$ cat src/rtl/icdo_pkg.sv
// Shared types, constants and helper functions for the integer calculator.
package icdo_pkg;

    localparam int WORD_BITS = 32;
    localparam int CNT_W = $clog2(WORD_BITS);

    typedef logic [WORD_BITS-1:0] word_t;

    function automatic int num_digits(int bits);
        longint unsigned v;
        int n;
        v = (bits >= 64) ? 64'hFFFF_FFFF_FFFF_FFFF : ((64'd1 << bits) - 64'd1);
        n = 0;
        while (v != 0)
        begin
            n++;
            v = v / 10;
        end
        return n;
    endfunction

    localparam int ND = num_digits(WORD_BITS);
    localparam int DIG_W = $clog2(ND);
    localparam int BCD_W = 4 * ND;

    localparam logic [2:0] OP_ADD = 3'd0;
    localparam logic [2:0] OP_SUB = 3'd1;
    localparam logic [2:0] OP_MUL = 3'd2;
    localparam logic [2:0] OP_DIV = 3'd3;
    localparam logic [2:0] OP_REM = 3'd4;

    localparam logic [7:0] CH_ZERO = 8'd48;
    localparam logic [7:0] CH_MINUS = 8'd45;
    localparam logic [7:0] CH_NL = 8'd10;

    localparam int STOP_IDX_W = 5;
    localparam int DIV_STOP_LEN = 23;
    localparam int MOD_STOP_LEN = 21;
    localparam logic [8*DIV_STOP_LEN-1:0] DIV_STOP_TEXT = "Stop : division by zero";
    localparam logic [8*MOD_STOP_LEN-1:0] MOD_STOP_TEXT = "Stop : modulo by zero";

    typedef struct packed {
        logic       start;
        logic [2:0] op;
    } arith_req_t;

    typedef struct packed {
        logic done;
        logic zero_div;
    } arith_stat_t;

    function automatic logic [7:0] stop_char(logic is_mod, logic [STOP_IDX_W-1:0] idx);
        int pos;
        logic [7:0] ch;
        if (is_mod)
        begin
            pos = MOD_STOP_LEN - 1 - int'(idx);
            ch = MOD_STOP_TEXT[8*pos +: 8];
        end
        else
        begin
            pos = DIV_STOP_LEN - 1 - int'(idx);
            ch = DIV_STOP_TEXT[8*pos +: 8];
        end
        return ch;
    endfunction

    function automatic word_t load_operand(logic [31:0] raw);
        logic signed [63:0] ext;
        ext = 64'(signed'(raw));
        return word_t'(ext);
    endfunction

endpackage

$ cat src/rtl/icdo_in_if.sv
// Handshake channel that carries one calculation request word.
interface icdo_in_if;
    logic        valid;
    logic        ready;
    logic [2:0]  op;
    logic [31:0] operand_a;
    logic [31:0] operand_b;

    modport source (output valid, output op, output operand_a, output operand_b, input ready);
    modport sink (input valid, input op, input operand_a, input operand_b, output ready);
endinterface

$ cat src/rtl/icdo_out_if.sv
// Handshake channel that carries one output character word.
interface icdo_out_if;
    logic       valid;
    logic       ready;
    logic [7:0] text_char;
    logic       is_last;

    modport source (output valid, output text_char, output is_last, input ready);
    modport sink (input valid, input text_char, input is_last, output ready);
endinterface

$ cat src/rtl/icdo_arith.sv
// Sequenced arithmetic unit built around one shared adder: add, subtract, multiply, divide, remainder.
module icdo_arith
    import icdo_pkg::*;
(
    input  logic        clk,
    input  logic        rst_n,
    input  arith_req_t  req,
    input  word_t       a,
    input  word_t       b,
    output arith_stat_t stat,
    output word_t       mag,
    output logic        neg
);

    localparam logic [3:0] A_IDLE = 4'd0;
    localparam logic [3:0] A_ADD  = 4'd1;
    localparam logic [3:0] A_SUB  = 4'd2;
    localparam logic [3:0] A_MUL  = 4'd3;
    localparam logic [3:0] A_ABSA = 4'd4;
    localparam logic [3:0] A_ABSB = 4'd5;
    localparam logic [3:0] A_DIV  = 4'd6;
    localparam logic [3:0] A_FIX  = 4'd7;
    localparam logic [3:0] A_MAG  = 4'd8;

    logic [3:0]       state_reg, state_next;
    logic [CNT_W-1:0] cnt_reg, cnt_next;
    word_t            acc_reg, acc_next;
    word_t            sh_reg, sh_next;
    word_t            opnd_reg, opnd_next;
    logic             na_reg, na_next;
    logic             nb_reg, nb_next;
    logic             is_rem_reg, is_rem_next;
    word_t            mag_reg, mag_next;
    logic             neg_reg, neg_next;
    logic             done_reg, done_next;
    logic             zdiv_reg, zdiv_next;

    logic [WORD_BITS:0] add_x, add_y, add_sum;
    logic               add_cin;
    word_t              shifted;
    word_t              fix_src;
    logic               fix_neg;
    logic               last_step;

    assign add_sum = add_x + add_y + (WORD_BITS + 1)'(add_cin);
    assign shifted = {acc_reg[WORD_BITS-2:0], sh_reg[WORD_BITS-1]};
    assign fix_src = is_rem_reg ? acc_reg : sh_reg;
    assign fix_neg = is_rem_reg ? na_reg : (na_reg ^ nb_reg);
    assign last_step = (cnt_reg == CNT_W'(WORD_BITS - 1));

    always_comb
    begin
        state_next = state_reg;
        cnt_next = cnt_reg;
        acc_next = acc_reg;
        sh_next = sh_reg;
        opnd_next = opnd_reg;
        na_next = na_reg;
        nb_next = nb_reg;
        is_rem_next = is_rem_reg;
        mag_next = mag_reg;
        neg_next = neg_reg;
        zdiv_next = zdiv_reg;
        done_next = 1'b0;
        add_x = '0;
        add_y = '0;
        add_cin = 1'b0;

        case (state_reg)
            A_IDLE:
            begin
                if (req.start)
                begin
                    zdiv_next = 1'b0;
                    cnt_next = '0;
                    case (req.op)
                        OP_ADD:
                        begin
                            acc_next = a;
                            opnd_next = b;
                            state_next = A_ADD;
                        end
                        OP_SUB:
                        begin
                            acc_next = a;
                            opnd_next = b;
                            state_next = A_SUB;
                        end
                        OP_MUL:
                        begin
                            acc_next = '0;
                            opnd_next = a;
                            sh_next = b;
                            state_next = A_MUL;
                        end
                        OP_DIV, OP_REM:
                        begin
                            if (b == '0)
                            begin
                                zdiv_next = 1'b1;
                                done_next = 1'b1;
                            end
                            else
                            begin
                                acc_next = '0;
                                sh_next = a;
                                opnd_next = b;
                                na_next = a[WORD_BITS-1];
                                nb_next = b[WORD_BITS-1];
                                is_rem_next = (req.op == OP_REM);
                                state_next = A_ABSA;
                            end
                        end
                        default:
                        begin
                            acc_next = '0;
                            state_next = A_MAG;
                        end
                    endcase
                end
            end
            A_ADD:
            begin
                add_x = {1'b0, acc_reg};
                add_y = {1'b0, opnd_reg};
                acc_next = add_sum[WORD_BITS-1:0];
                state_next = A_MAG;
            end
            A_SUB:
            begin
                add_x = {1'b0, acc_reg};
                add_y = ~{1'b0, opnd_reg};
                add_cin = 1'b1;
                acc_next = add_sum[WORD_BITS-1:0];
                state_next = A_MAG;
            end
            A_MUL:
            begin
                add_x = {1'b0, acc_reg};
                add_y = sh_reg[0] ? {1'b0, opnd_reg} : '0;
                acc_next = add_sum[WORD_BITS-1:0];
                opnd_next = {opnd_reg[WORD_BITS-2:0], 1'b0};
                sh_next = {1'b0, sh_reg[WORD_BITS-1:1]};
                cnt_next = cnt_reg + CNT_W'(1);
                if (last_step)
                begin
                    state_next = A_MAG;
                end
            end
            A_ABSA:
            begin
                add_y = ~{1'b0, sh_reg};
                add_cin = 1'b1;
                if (na_reg)
                begin
                    sh_next = add_sum[WORD_BITS-1:0];
                end
                state_next = A_ABSB;
            end
            A_ABSB:
            begin
                add_y = ~{1'b0, opnd_reg};
                add_cin = 1'b1;
                if (nb_reg)
                begin
                    opnd_next = add_sum[WORD_BITS-1:0];
                end
                state_next = A_DIV;
            end
            A_DIV:
            begin
                add_x = {1'b0, shifted};
                add_y = ~{1'b0, opnd_reg};
                add_cin = 1'b1;
                acc_next = add_sum[WORD_BITS] ? shifted : add_sum[WORD_BITS-1:0];
                sh_next = {sh_reg[WORD_BITS-2:0], ~add_sum[WORD_BITS]};
                cnt_next = cnt_reg + CNT_W'(1);
                if (last_step)
                begin
                    state_next = A_FIX;
                end
            end
            A_FIX:
            begin
                add_y = ~{1'b0, fix_src};
                add_cin = 1'b1;
                acc_next = fix_neg ? add_sum[WORD_BITS-1:0] : fix_src;
                state_next = A_MAG;
            end
            A_MAG:
            begin
                add_y = ~{1'b0, acc_reg};
                add_cin = 1'b1;
                neg_next = acc_reg[WORD_BITS-1];
                mag_next = acc_reg[WORD_BITS-1] ? add_sum[WORD_BITS-1:0] : acc_reg;
                done_next = 1'b1;
                state_next = A_IDLE;
            end
            default:
            begin
                state_next = A_IDLE;
            end
        endcase
    end

    always_ff @(posedge clk or negedge rst_n)
    begin
        if (!rst_n)
        begin
            state_reg <= A_IDLE;
            cnt_reg <= '0;
            done_reg <= 1'b0;
            zdiv_reg <= 1'b0;
        end
        else
        begin
            state_reg <= state_next;
            cnt_reg <= cnt_next;
            done_reg <= done_next;
            zdiv_reg <= zdiv_next;
        end
    end

    always_ff @(posedge clk)
    begin
        acc_reg <= acc_next;
        sh_reg <= sh_next;
        opnd_reg <= opnd_next;
        na_reg <= na_next;
        nb_reg <= nb_next;
        is_rem_reg <= is_rem_next;
        mag_reg <= mag_next;
        neg_reg <= neg_next;
    end

    assign stat.done = done_reg;
    assign stat.zero_div = zdiv_reg;
    assign mag = mag_reg;
    assign neg = neg_reg;

endmodule

$ cat src/rtl/icdo_bcd.sv
// Binary to packed decimal converter that shifts in one bit per cycle.
module icdo_bcd
    import icdo_pkg::*;
(
    input  logic             clk,
    input  logic             rst_n,
    input  logic             start,
    input  word_t            value,
    output logic             done,
    output logic [BCD_W-1:0] digits
);

    logic             busy_reg, busy_next;
    logic             done_reg, done_next;
    logic [CNT_W-1:0] cnt_reg, cnt_next;
    word_t            bin_reg, bin_next;
    logic [BCD_W-1:0] bcd_reg, bcd_next;
    logic [BCD_W-1:0] adj;

    always_comb
    begin
        for (int i = 0; i < ND; i++)
        begin
            adj[4*i +: 4] = (bcd_reg[4*i +: 4] >= 4'd5) ? bcd_reg[4*i +: 4] + 4'd3
                                                       : bcd_reg[4*i +: 4];
        end
    end

    always_comb
    begin
        busy_next = busy_reg;
        cnt_next = cnt_reg;
        bin_next = bin_reg;
        bcd_next = bcd_reg;
        done_next = 1'b0;
        if (start)
        begin
            busy_next = 1'b1;
            cnt_next = '0;
            bin_next = value;
            bcd_next = '0;
        end
        else if (busy_reg)
        begin
            bcd_next = {adj[BCD_W-2:0], bin_reg[WORD_BITS-1]};
            bin_next = {bin_reg[WORD_BITS-2:0], 1'b0};
            cnt_next = cnt_reg + CNT_W'(1);
            if (cnt_reg == CNT_W'(WORD_BITS - 1))
            begin
                busy_next = 1'b0;
                done_next = 1'b1;
            end
        end
    end

    always_ff @(posedge clk or negedge rst_n)
    begin
        if (!rst_n)
        begin
            busy_reg <= 1'b0;
            done_reg <= 1'b0;
            cnt_reg <= '0;
        end
        else
        begin
            busy_reg <= busy_next;
            done_reg <= done_next;
            cnt_reg <= cnt_next;
        end
    end

    always_ff @(posedge clk)
    begin
        bin_reg <= bin_next;
        bcd_reg <= bcd_next;
    end

    assign done = done_reg;
    assign digits = bcd_reg;

endmodule

$ cat src/rtl/integer_calculator_decimal_out.sv
// Top level of the integer calculator that prints each result as decimal text.
// Arithmetic runs first; a result then goes through conversion to decimal, and the text leaves
// at one word per cycle while the receiver is ready, after up to ND-1 leading zero digits are
// skipped; a zero divisor goes straight to the text.
// One request is in flight at a time: a new word is taken once the newline is handed out.
// Reset is asynchronous and active low; it clears the sequencers and the output valid.
module integer_calculator_decimal_out
    import icdo_pkg::*;
(
    input  logic              clk,
    input  logic              rst_n,
    icdo_in_if.sink           calc,
    icdo_out_if.source        chars
);

    localparam logic [2:0] ST_IDLE  = 3'd0;
    localparam logic [2:0] ST_CALC  = 3'd1;
    localparam logic [2:0] ST_CONV  = 3'd2;
    localparam logic [2:0] ST_SIGN  = 3'd3;
    localparam logic [2:0] ST_DIGIT = 3'd4;
    localparam logic [2:0] ST_STOP  = 3'd5;
    localparam logic [2:0] ST_NL    = 3'd6;

    logic [2:0]            state_reg, state_next;
    logic                  is_mod_reg, is_mod_next;
    logic                  neg_reg, neg_next;
    logic                  started_reg, started_next;
    logic [DIG_W-1:0]      didx_reg, didx_next;
    logic [STOP_IDX_W-1:0] sidx_reg, sidx_next;
    logic                  ov_reg, ov_next;
    logic [7:0]            ch_reg, ch_next;
    logic                  last_reg, last_next;

    arith_req_t       ar_req;
    arith_stat_t      ar_stat;
    word_t            ar_mag;
    logic             ar_neg;
    logic             bcd_start;
    logic             bcd_done;
    logic [BCD_W-1:0] bcd_digits;
    logic             accept;
    logic             slot_free;
    logic [3:0]       digit;
    logic             stop_end;

    assign calc.ready = (state_reg == ST_IDLE);
    assign accept = calc.valid && calc.ready;
    assign slot_free = !ov_reg || chars.ready;

    assign ar_req.start = accept;
    assign ar_req.op = calc.op;
    assign bcd_start = (state_reg == ST_CALC) && ar_stat.done && !ar_stat.zero_div;
    assign digit = bcd_digits[4*didx_reg +: 4];
    assign stop_end = is_mod_reg ? (sidx_reg == STOP_IDX_W'(MOD_STOP_LEN - 1))
                                 : (sidx_reg == STOP_IDX_W'(DIV_STOP_LEN - 1));

    icdo_arith u_arith (
        .clk   (clk),
        .rst_n (rst_n),
        .req   (ar_req),
        .a     (load_operand(calc.operand_a)),
        .b     (load_operand(calc.operand_b)),
        .stat  (ar_stat),
        .mag   (ar_mag),
        .neg   (ar_neg)
    );

    icdo_bcd u_bcd (
        .clk    (clk),
        .rst_n  (rst_n),
        .start  (bcd_start),
        .value  (ar_mag),
        .done   (bcd_done),
        .digits (bcd_digits)
    );

    always_comb
    begin
        state_next = state_reg;
        is_mod_next = is_mod_reg;
        neg_next = neg_reg;
        started_next = started_reg;
        didx_next = didx_reg;
        sidx_next = sidx_reg;
        ov_next = ov_reg && !chars.ready;
        ch_next = ch_reg;
        last_next = last_reg;

        case (state_reg)
            ST_IDLE:
            begin
                if (accept)
                begin
                    is_mod_next = (calc.op == OP_REM);
                    state_next = ST_CALC;
                end
            end
            ST_CALC:
            begin
                if (ar_stat.done)
                begin
                    if (ar_stat.zero_div)
                    begin
                        sidx_next = '0;
                        state_next = ST_STOP;
                    end
                    else
                    begin
                        neg_next = ar_neg;
                        state_next = ST_CONV;
                    end
                end
            end
            ST_CONV:
            begin
                if (bcd_done)
                begin
                    didx_next = DIG_W'(ND - 1);
                    started_next = 1'b0;
                    state_next = neg_reg ? ST_SIGN : ST_DIGIT;
                end
            end
            ST_SIGN:
            begin
                if (slot_free)
                begin
                    ov_next = 1'b1;
                    ch_next = CH_MINUS;
                    last_next = 1'b0;
                    state_next = ST_DIGIT;
                end
            end
            ST_DIGIT:
            begin
                if (!started_reg && (digit == 4'd0) && (didx_reg != '0))
                begin
                    didx_next = didx_reg - DIG_W'(1);
                end
                else if (slot_free)
                begin
                    ov_next = 1'b1;
                    ch_next = CH_ZERO + {4'd0, digit};
                    last_next = 1'b0;
                    started_next = 1'b1;
                    if (didx_reg == '0)
                    begin
                        state_next = ST_NL;
                    end
                    else
                    begin
                        didx_next = didx_reg - DIG_W'(1);
                    end
                end
            end
            ST_STOP:
            begin
                if (slot_free)
                begin
                    ov_next = 1'b1;
                    ch_next = stop_char(is_mod_reg, sidx_reg);
                    last_next = 1'b0;
                    sidx_next = sidx_reg + STOP_IDX_W'(1);
                    if (stop_end)
                    begin
                        state_next = ST_NL;
                    end
                end
            end
            ST_NL:
            begin
                if (slot_free)
                begin
                    ov_next = 1'b1;
                    ch_next = CH_NL;
                    last_next = 1'b1;
                    state_next = ST_IDLE;
                end
            end
            default:
            begin
                state_next = ST_IDLE;
            end
        endcase
    end

    always_ff @(posedge clk or negedge rst_n)
    begin
        if (!rst_n)
        begin
            state_reg <= ST_IDLE;
            ov_reg <= 1'b0;
            started_reg <= 1'b0;
            didx_reg <= '0;
            sidx_reg <= '0;
        end
        else
        begin
            state_reg <= state_next;
            ov_reg <= ov_next;
            started_reg <= started_next;
            didx_reg <= didx_next;
            sidx_reg <= sidx_next;
        end
    end

    always_ff @(posedge clk)
    begin
        is_mod_reg <= is_mod_next;
        neg_reg <= neg_next;
        ch_reg <= ch_next;
        last_reg <= last_next;
    end

    assign chars.valid = ov_reg;
    assign chars.text_char = ch_reg;
    assign chars.is_last = last_reg;

    a_arith_done_in_calc: assert property (@(posedge clk) disable iff (!rst_n)
        ar_stat.done |-> state_reg == ST_CALC)
        else $error("arithmetic result arrived outside the calculation phase");

    a_bcd_done_in_conv: assert property (@(posedge clk) disable iff (!rst_n)
        bcd_done |-> state_reg == ST_CONV)
        else $error("decimal conversion finished outside the conversion phase");

    a_busy_after_accept: assert property (@(posedge clk) disable iff (!rst_n)
        accept |=> !calc.ready)
        else $error("request port ready right after taking a word");

    a_last_ends_run: assert property (@(posedge clk) disable iff (!rst_n)
        (state_reg == ST_NL) && slot_free |=> chars.valid && chars.is_last)
        else $error("newline not marked as the last word");

endmodule
$ cat src/flat_wrapper.sv
// flat-port wrapper written by rule: the top's interface ports become plain ports
module integer_calculator_decimal_out_flat import icdo_pkg::*;
  (clk, rst_n, calc_valid, calc_op, calc_operand_a, calc_operand_b, calc_ready, chars_valid, chars_text_char, chars_is_last, chars_ready);
  icdo_in_if calc_i ();
  icdo_out_if chars_i ();
  input  logic clk;
  input  logic rst_n;
  input wire logic [$bits(calc_i.valid)-1:0] calc_valid;
  input wire logic [$bits(calc_i.op)-1:0] calc_op;
  input wire logic [$bits(calc_i.operand_a)-1:0] calc_operand_a;
  input wire logic [$bits(calc_i.operand_b)-1:0] calc_operand_b;
  output wire logic [$bits(calc_i.ready)-1:0] calc_ready;
  output wire logic [$bits(chars_i.valid)-1:0] chars_valid;
  output wire logic [$bits(chars_i.text_char)-1:0] chars_text_char;
  output wire logic [$bits(chars_i.is_last)-1:0] chars_is_last;
  input wire logic [$bits(chars_i.ready)-1:0] chars_ready;
  assign calc_i.valid = calc_valid;
  assign calc_i.op = calc_op;
  assign calc_i.operand_a = calc_operand_a;
  assign calc_i.operand_b = calc_operand_b;
  assign calc_ready = calc_i.ready;
  assign chars_valid = chars_i.valid;
  assign chars_text_char = chars_i.text_char;
  assign chars_is_last = chars_i.is_last;
  assign chars_i.ready = chars_ready;
  integer_calculator_decimal_out u_core (.clk(clk), .rst_n(rst_n), .calc(calc_i), .chars(chars_i));
endmodule
$ cat config.mk
export PLATFORM = sky130hd
export DESIGN_NAME = integer_calculator_decimal_out_flat
export DESIGN_NICKNAME = d
export VERILOG_FILES = /design/src/rtl/icdo_pkg.sv /design/src/rtl/icdo_in_if.sv /design/src/rtl/icdo_out_if.sv /design/src/rtl/icdo_arith.sv /design/src/rtl/icdo_bcd.sv /design/src/rtl/integer_calculator_decimal_out.sv /design/src/flat_wrapper.sv
export SDC_FILE = /design/constraint.sdc
export NUM_CORES = 1
export LEC_CHECK = 0
export CELL_PAD_IN_SITES_DETAIL_PLACEMENT = 0
export CELL_PAD_IN_SITES_GLOBAL_PLACEMENT = 1
export CORE_ASPECT_RATIO = 1.2
export CORE_MARGIN = 8
export CORE_UTILIZATION = 45
export DETAILED_ROUTE_END_ITERATION = 10
export DONT_BUFFER_PORTS = 1
export GPL_TIMING_DRIVEN = 1
export PLACE_DENSITY = 0.7
export SYNTH_ARGS = -nofsm -noshare
export SYNTH_HDL_FRONTEND = slang
export SYNTH_SLANG_ARGS = --single-unit
$ cat constraint.sdc
create_clock -name clk -period 8.2 [get_ports clk]
set_clock_uncertainty 0.1 [all_clocks]
set_input_delay 0.82 -clock clk [delete_from_list [all_inputs] [get_ports clk]]
set_output_delay 0.82 -clock clk [all_outputs]
set_load 0.01 [all_outputs]
==> metrics.md <==
| Metric | Value |
|---|---|
| Outcome | `completed` |
| Nets | `2027` |
| CTS Buffer Depth | `3` |
| Syn-to-layout area delta | `7.70%` |
| CP Max Fanout | `18` |
| Post-CTS setup buffer count | `0` |
| Synthesized flop and latch total | `246` |
| Async set-reset flop share out of synthesis | `0.130` |
| Vias per cell | `6.39` |
| CTS H-tree lvls | `1` |
| Vias in the first global route | `about 15000` |
| Die Y | `233 um` |
| Leakage | `7.20 nW` |
| Clk sinks | `246` |
| DRT antenna net count | `0` |
| Wirelength per Cell | `24.5 um` |
| EDFF count, synth | `174` |
| HPWL Detailed | `41400 um` |
| Ports | `82` |
| Yosys cell types | `87` |
| Detailed Route WL | `around 60000 um` |
| Final Cycle Share | `0.756` |
| Hold Path Class | `in2reg` |
| Area of the core | `38800 sq um` |
| Share of cells above drive strength 1 | `0.105` |
| Row cnt | `79` |
| Skew-Pair Late Insertion Delay | `0.58 ns` |
| PortBufs | `0` |
| GP Congestion | `0.900` |
| Sequential area share after synthesis | `0.385` |
| Final slew viol count | `0` |
| PwrDens | `527 nW/um^2` |
| Hold Vio Cnt, Final | `0` |
| Crit. End Element | `flip-flop` |
| CTS tree | `yes` |
| Required @ worst endpoint | `8.42 ns` |
| Clk slew on worst S/H paths | `approximately 0.07 ns` |
| Worst VDD drop | `0.000228 V` |
| Cells after Synth | `1970` |
| Reg2Reg Setup Slack | `2.00 ns` |
| GRT Util Overall | `0.253` |
| Grt total ovfl | `0` |
| Max-slew headroom | `0.316` |
| CTS Root Buffer Type | `clkbuf_16` |
| Effective utilization at floorplan | `0.456` |
| RSZ-0062 raised after global routing | `false` |
| Setup violators final | `0` |
| Most used flip-flop cell after synthesis | `edfxtp_1` |
| Max Freq | `0.161 GHz` |
| Avg Cell Area, Syn | `8.99 sq um` |
| Initial antenna violation count | `0` |
| Largest register FFs | `40` |
| First-pass GRT wire length | `a little over 90000 um` |
| Min cycle time layout | `around 6.2 ns` |
| Via count | `15600` |
| Starting DRT DRC Count | `around 1400` |
| Mapped Area | `17700 sq um` |
| Critical path class | `reg2reg` |
| Die W | `197 um` |
| Fin Setup TNS | `0 ns` |
| Synth warn | `0` |
| Startpoint Class | `flip-flop` |
| Number of detailed-route iterations in the first pass | `9` |
| DRC viols | `0` |
| Final Core Density | `0.491` |
| Commonest non-fill, non-tap cell in the layout | `nand2_1` |
| Slew @ Worst Pin | `between 1 and 1.5 ns` |
| Net Count, Synth | `~2100` |
| Most frequent cells in the layout | `nand2_1 (311), edfxtp_1 (174), o21ai_0 (159)` |
| Pin count of the biggest net entering global routing | `82` |
| CP Data Arrival Time | `6.42 ns` |
| Maxcap violations | `0` |
| Die area | `46000 sq um` |
| CTS buffer count | `28` |
## what timing repair did
item / in CTS / in global routing
endpoints found under the hold margin: 32 / 0
resized for setup: 0 / 0
hold buffers: 2 / 0
## path summary, 6_finish.rpt
path | to | cells past startpoint | startpoint
max | u_core.u_arith.acc_reg[20] | 17 | u_core.u_arith.state_reg[2]
min | u_core.u_arith.na_reg | 0 | calc_operand_a[31]
max reg2reg | u_core.u_arith.acc_reg[20] | 17 | u_core.u_arith.state_reg[2]
min reg2reg | u_core.neg_reg | 0 | u_core.u_arith.neg
max in group asynchronous | u_core.u_bcd.busy_reg | 2 | rst_n
min in group asynchronous | u_core.u_bcd.cnt_reg[0] | 2 | rst_n
## synth_stat cells, drive strengths merged, types with 11 or more instances
| cell | instances | area, sq um |
|---|---|---|
| a211oi | 19 | 143 |
| a21o | 15 | 113 |
| a21oi | 155 | 783 |
| a221o | 38 | 380 |
| a221oi | 11 | 96.3 |
| a222oi | 37 | 370 |
| a22o | 23 | 201 |
| a22oi | 13 | 97.6 |
| a31oi | 18 | 113 |
| buf | 26 | 144 |
| clkbuf | 108 | 405 |
| dfrtp | 32 | 801 |
| dfxtp | 40 | 801 |
| edfxtp | 174 | 5230 |
| ha | 59 | 738 |
| inv | 61 | 229 |
| mux2 | 80 | 905 |
| mux2i | 68 | 681 |
| nand2 | 314 | 1180 |
| nand2b | 28 | 175 |
| nand3 | 33 | 165 |
| nor2 | 131 | 492 |
| nor2b | 14 | 87.6 |
| nor3 | 21 | 105 |
| nor3b | 12 | 95.1 |
| nor4 | 11 | 68.8 |
| o211ai | 15 | 113 |
| o21ai | 185 | 937 |
| o221ai | 35 | 313 |
| o22ai | 17 | 106 |
| xnor2 | 44 | 385 |
| xor2 | 16 | 140 |
## critical path: stages (launching register included)
cell	delay, ns
dfrtp_1	0.61
nor2b_1	0.29
nand3_1	0.60
nor2_1	0.43
nor2_2	0.07
o22ai_1	0.16
nor2_1	0.09
fa_1	0.44
fa_1	0.42
nand2b_1	0.20
a21oi_2	0.27
o21ai_4	0.12
a2111oi_4	0.54
nor3b_1	0.17
o2bb2ai_4	0.66
buf_4	0.41
mux2i_1	0.13
a21o_1	0.22
## where the power goes
part | leakage, nW | switching, mW | internal (mW)
Combinational | 4.38 | 3.78 | 2.21
Sequential | 2.38 | 0.662 | 2.16
Clock | 0.442 | 0.562 | 0.683
Total | 7.20 | 5.00 | 5.06
## layer usage
| metal | routed length, um | GRT usage | vias to the layer above |
|---|---|---|---|
| met5 | 0 | 0 | - |
| met1 | 23800 | 0.305 | 7515 |
| met2 | 29000 | 0.441 | 649 |
| met3 | 3990 | 0.0354 | 173 |
| met4 | 2960 | 0.124 | 0 |
| li1 | - | - | 7282 |
## metrics by stage
step | hold slack, ns | power, mW | instances | worst slack, ns | instance area, sq um
6_report | 0.249 | 10.1 | 2444 | 2.00 | 19100
5_1_grt | 0.232 | 10.7 | 2443 | 1.64 | 19100
4_1_cts | 0.227 | 10.0 | 2443 | 2.13 | 19100
3_5_place_dp | 0.305 | 8.71 | 2389 | 2.15 | 18100
3_3_place_gp | 0.306 | 8.66 | 2389 | 2.24 | 18100
2_1_floorplan | 0.300 | 6.96 | 1970 | 1.46 | 17700
## cells by family after synthesis
kind of cell / Yosys count / share of synthesized area
compound gates: 645 / 0.247
simple gates: 605 / 0.150
buf+inv: 196 / 0.0441
flops: 246 / 0.385
other cells: 1 / 0.000212
fa+ha+maj: 61 / 0.0439
mux: 156 / 0.0997
xor+xnor: 60 / 0.0297
## cell type report
class | instances | area, sq um
fillers | 3698 | 19800
multi-input cells | 1528 | 10200
flip-flops and latches | 246 | 6830
clock buffers | 36 | 782
well taps | 526 | 658
repair buffers | 29 | 233
inverters | 62 | 233
clock inverters | 16 | 123
diodes | 1 | 2.50
No activity file was read; power rests on OpenSTA's default activity.
